<file path="config.mk">
export PLATFORM = sky130hd
export DESIGN_NAME = mqts_ctrl
export DESIGN_NICKNAME = d
export VERILOG_FILES = /design/src/rtl/mqts_pkg.sv /design/src/rtl/mqts_ctrl.sv
export SDC_FILE = /design/constraint.sdc
export NUM_CORES = 1
export LEC_CHECK = 0
export ABC_AREA = 1
export BUFFER_PORTS_ARGS = -buffer_cell sky130_fd_sc_hd__buf_2
export CAP_MARGIN = 25
export CORE_AREA = 2 2 39 41
export DETAILED_ROUTE_END_ITERATION = 16
export DIE_AREA = 0 0 41 43
export SKIP_LAST_GASP = 1
export SLEW_MARGIN = 20
export SYNTH_ARGS = -nofsm -noshare
export SYNTH_HDL_FRONTEND = slang
export SYNTH_SLANG_ARGS = --single-unit
export TNS_END_PERCENT = 20
</file>
<file path="constraint.sdc">
create_clock -name clk_i -period 1.9 [get_ports clk_i]
set_input_delay 0.38 -clock clk_i [delete_from_list [all_inputs] [get_ports clk_i]]
set_output_delay 0.38 -clock clk_i [all_outputs]
set_load 0.01 [all_outputs]
</file>
<file path="src/rtl/mqts_pkg.sv">
package mqts_pkg;

  localparam logic [1:0] MODE_ENQ = 2'd0;
  localparam logic [1:0] MODE_DEQ = 2'd1;
  localparam logic [1:0] MODE_QRY = 2'd2;

  // maximum reported while nothing is held
  localparam logic signed [31:0] EMPTY_MAX = -32'sd2000000000;

  typedef struct packed {
    logic [1:0]         mode;
    logic signed [31:0] value;
  } mqts_in_t;

  typedef struct packed {
    logic signed [31:0] head_value;
    logic signed [31:0] max_value;
    logic               is_empty;
    logic               refused;
  } mqts_out_t;

  // outbound stack entry: running maximum above, value below
  typedef struct packed {
    logic signed [31:0] max;
    logic signed [31:0] value;
  } mqts_pair_t;

  typedef enum logic [2:0] {
    ST_IDLE,
    ST_EXEC,
    ST_XFER_RD,
    ST_XFER_WR,
    ST_POP,
    ST_LOAD,
    ST_DONE
  } mqts_state_e;

  typedef struct packed {
    logic capture;
    logic enq;
    logic refuse;
    logic xfer_rd;
    logic xfer_wr;
    logic pop;
    logic load_top;
    logic finish;
  } mqts_cmd_t;

  typedef struct packed {
    logic is_enq;
    logic is_deq;
    logic full;
    logic empty;
    logic in_empty;
    logic out_empty;
    logic out_multi;
    logic out_free;
  } mqts_sts_t;

  function automatic logic signed [31:0] smax(input logic signed [31:0] a,
                                               input logic signed [31:0] b);
    return (a > b) ? a : b;
  endfunction

endpackage

</file>
<file path="src/rtl/mqts_ctrl.sv">
module mqts_ctrl (
  input  logic              clk_i,
  input  logic              rst_ni,
  input  logic              in_valid_i,
  output logic              in_stall_o,
  input  mqts_pkg::mqts_sts_t sts_i,
  output mqts_pkg::mqts_cmd_t cmd_o
);
  import mqts_pkg::*;

  mqts_state_e state_q, state_d;

  always_ff @(posedge clk_i or negedge rst_ni) begin
    if (!rst_ni) begin
      state_q <= ST_IDLE;
    end else begin
      state_q <= state_d;
    end
  end

  always_comb begin
    state_d = state_q;
    case (state_q)
      ST_IDLE: begin
        if (in_valid_i) state_d = ST_EXEC;
      end
      ST_EXEC: begin
        if (sts_i.is_deq && !sts_i.empty) begin
          state_d = sts_i.out_empty ? ST_XFER_RD : ST_POP;
        end else begin
          state_d = ST_DONE;
        end
      end
      ST_XFER_RD: state_d = ST_XFER_WR;
      ST_XFER_WR: state_d = sts_i.in_empty ? ST_POP : ST_XFER_RD;
      ST_POP:     state_d = sts_i.out_multi ? ST_LOAD : ST_DONE;
      ST_LOAD:    state_d = ST_DONE;
      ST_DONE: begin
        if (sts_i.out_free) state_d = ST_IDLE;
      end
      default:    state_d = ST_IDLE;
    endcase
  end

  always_comb begin
    cmd_o      = '0;
    in_stall_o = 1'b1;
    case (state_q)
      ST_IDLE: begin
        in_stall_o     = 1'b0;
        cmd_o.capture  = in_valid_i;
      end
      ST_EXEC: begin
        if (sts_i.is_enq) begin
          cmd_o.enq    = !sts_i.full;
          cmd_o.refuse = sts_i.full;
        end else if (sts_i.is_deq) begin
          cmd_o.refuse = sts_i.empty;
        end
      end
      ST_XFER_RD: cmd_o.xfer_rd  = 1'b1;
      ST_XFER_WR: cmd_o.xfer_wr  = 1'b1;
      ST_POP:     cmd_o.pop      = 1'b1;
      ST_LOAD:    cmd_o.load_top = 1'b1;
      ST_DONE:    cmd_o.finish   = sts_i.out_free;
      default:    cmd_o          = '0;
    endcase
  end

endmodule

</file>
After elaboration in Yosys (flattened, before gate mapping)
Index checks and enable logic that the tools add are counted.
- memory bits (writable): 0
- word-level logic and storage cells: 32
- memories kept: 0
- register bits: 3
- bits in latches: 0
- input bits: 11
- ROM bits: 0
- equality and inequality tests: 8
- bitwise gates (word level): 0
- add/subtract/negate cells: 0
- $mul: 0
- reduce and logical (&&, ||, !) cells: 5
- order comparisons: 0
- div/mod/pow operators: 0
- shift operators: 0
- mux-type cells: 18
- operators by type and width (operator ; count):
    3-bit case mux with 7 select lines ; 1
    3-bit two-way mux ; 5
    1-bit two-way mux ; 10
    3-bit == test (second input constant) ; 3
    3-bit by 2-bit == test with 1-bit output (second input constant) ; 2
    2-bit two-way mux ; 2
    2-bit != test (second input constant) ; 2
    3-bit by 1-bit == test with 1-bit output (second input constant) ; 1
    3-bit zero test ; 1
    1-bit zero test ; 2
    2-bit AND reduction ; 1
    1-bit logical AND ; 1

Longest topological paths before layout
- depth after elaboration: 4
- depth in mapped cells: 7

Least setup slack after synthesis
No wires, ideal clock.
- path type: reg2out
- start: register state_q[0]
- end: output port cmd_o[7] in the netlist's numbering
- data arrival time: 0.931 ns
- data required time: 1.520 ns
- stages on the path, launching flop included: 5
- setup slack: 0.589 ns
- cell sequence: dfrtp_1 buf_4 nor2_2 nand2_1 nor2_1
- RTL lines (item ; line ; text):
    start: declaration ; mqts_ctrl.sv:11 ; mqts_state_e state_q, state_d;
    start signal: assignment ; mqts_ctrl.sv:17 ; state_q <= state_d;
    end: declaration ; mqts_ctrl.sv:7 ; output mqts_pkg::mqts_cmd_t cmd_o

==> metrics.cfg <==
[cells_and_area]
top_register=state_q
antenna_cells=0
drive_gt1_share_pct=36.99
fin_nets=85
layout_commonest_cell=buf_2
largest_reg_flops=3
area_growth_pct=49.57
reg_top3=state_q x3
layout_common_cells=19 x buf_2, 11 x inv_1, 10 x nand2_1

[timing]
min_period_ns=1.603
grt_setup_unrepaired=no
finalCritPeriodShare_pct=84.38
skew_ns=0.0009061
finalWorstSetupSlack_ns=0.2967
hold_violations=0
worst_pin_slew_ns=0.2547
finalSetupTns_ns=0
report.final.slew_viol_count=0
setup_violations=0
slew_headroom_pct=83.02
fmax_mhz=623.7

[clocking]
clk_pin_slew_ns=0.04
cts_setup_buffers=0
cts_root_buf=clkbuf_4
h-tree-depth=1
cts_tree=yes
cts_buffer_depth=2
cts_inserted_buffers=3
clk_latency_ns=0.23
cts.sink_count=3

[synthesis]
ys_ff_latch=3
synth_top_area_share_pct=25.86
synth_area_leaders=dfrtp_1 26%, inv_1 14%, nand2_1 13%
synth_cell_types=13
yosysTopAreaCell=dfrtp_1
ys_seq_area_share_pct=25.86
synthCells=50
yosysWarnings=0
syn_nets=61
synth_area_um2=290.3
synth.avg_cell_area_um2=5.806

[floorplanning]
die_w_um=41
core-area_um2=1384
row_count=14
pin_count=20
start_util_pct=20.98
die_area_um2=1763
die_y_um=43

[detailed_routing]
vias_per_cell=4.247
routedWlPerCell_um=7.753
firstDrtPassIters=4
drt-met1-wl_um=303
drc=0
wl_met2_um=328
drt_iter0_drc=18
ant_nets=0
top_layer=met3
wl_met3_um=59
drt_wl_total_um=690
vias=378

[global_routing]
grt_pass1_vias=304
antenna_found_initial=0
grt-ovfl-total=0
grt_max_degree=9
grt_pass1_wl_mm=1.069
track_usage_pct=9.466

[status]
status=completed

[worst_hold_path]
hold_class=in -> reg

[run]
drv_cap=0

[critical_path]
critPathArrivalTime_ns=1.22
cp_slowest_cell=dfrtp_1
end_kind=output pin
critical_path.startpoint_type=register
crit_path_max_incr_delay_ns=0.43
required_ns=1.52
crit_path_cell_trace=inv_1 -> nand3_1 -> nor3_1 -> buf_2
crit_fanout=6
criticalPathCategory=reg -> out

[placement]
dp_hpwl_um=583.4
port_buffers=19
pre_cts_ws_ns=0.5264
place.gp.congestion=0.8011

[pwr]
cellLeakagePower_uw=0.0002712
p_per_area_nw_per_um2=1375
peakVddDrop_v=0.0006471

metal layers:
layer / up-vias / global-route usage [%]
met5: - / 0
met4: 0 / 8.000
met3: 0 / 3.665
met2: 14 / 13.13
met1: 160 / 10.71
li1: 204 / -
worst max-delay path: cells and delay by family (launching register included):
kind | cells | cell delay, ns
DFF | 1 | 0.43
and+or+nand+nor | 2 | 0.27
buffers and inverters | 2 | 0.29
synthesized netlist by cell type:
cell type / count
inv_1: 11
nand2_1: 10
nand3_1: 7
nor2_1: 7
dfrtp_1: 3
nor2_2: 3
a21oi_1: 2
nand4_1: 2
buf_4: 1
inv_2: 1
nor3_1: 1
nor4_2: 1
o21ai_1: 1
final cells by class:
type | instances | area [um2]
timing repair buffer | 20 | 105.1
multi-input combinational | 34 | 162.7
fill | 167 | 949.7
tap | 16 | 20.02
inverter | 12 | 45.04
clock buffer | 4 | 26.28
sequential | 3 | 75.07
cell families (layout without fill, tap and decap cells):
family / after synthesis / in the layout / share of synthesized area, %
and+or+nand+nor: 31 / 31 / 50.86
AOI/OAI and AO/OA: 3 / 3 / 5.171
buffers and inverters: 13 / 36 / 18.10
DFF: 3 / 3 / 25.86
path summary, 6_finish.rpt:
path | from | end | slack (ns) | depth (start not counted)
max | state_q[1] | cmd_o[6] | 0.30 | 4
min | in_valid_i | state_q[0] | 0.41 | 3
max reg2reg | state_q[1] | state_q[1] | 0.86 | 5
min reg2reg | state_q[1] | state_q[2] | 0.70 | 3
max in group asynchronous | rst_ni | state_q[2] | 1.32 | 2
min in group asynchronous | rst_ni | state_q[0] | 0.47 | 2
report_power, final:
| part | leakage (uW) | switching [uW] | internal [uW] |
|---|---|---|---|
| Clock | 0.0000150 | 33.9 | 78.8 |
| Combinational | 0.000220 | 192 | 131 |
| Sequential | 0.0000364 | 62.4 | 98.6 |
repair_timing:
item                                   in CTS  in global routing
gates resized for setup                     0                  0
hold buffers                                1                  0
endpoints found under the hold margin       3                  0
per-stage QoR:
step	util (%)	instance area, um2	hold WS [ns]	power, uW	instances
after global placement	28.75	397.9	0.1771	491.2	84
final	31.37	434.2	0.4055	596.9	89
after floorplan	-	290.3	0.08441	394.3	50
after detailed placement	28.75	397.9	0.1789	490.3	84
after CTS	31.37	434.2	0.4008	612.5	89
after global routing	31.37	434.2	0.4245	665.6	89
Power figures use the tool's default switching activity.
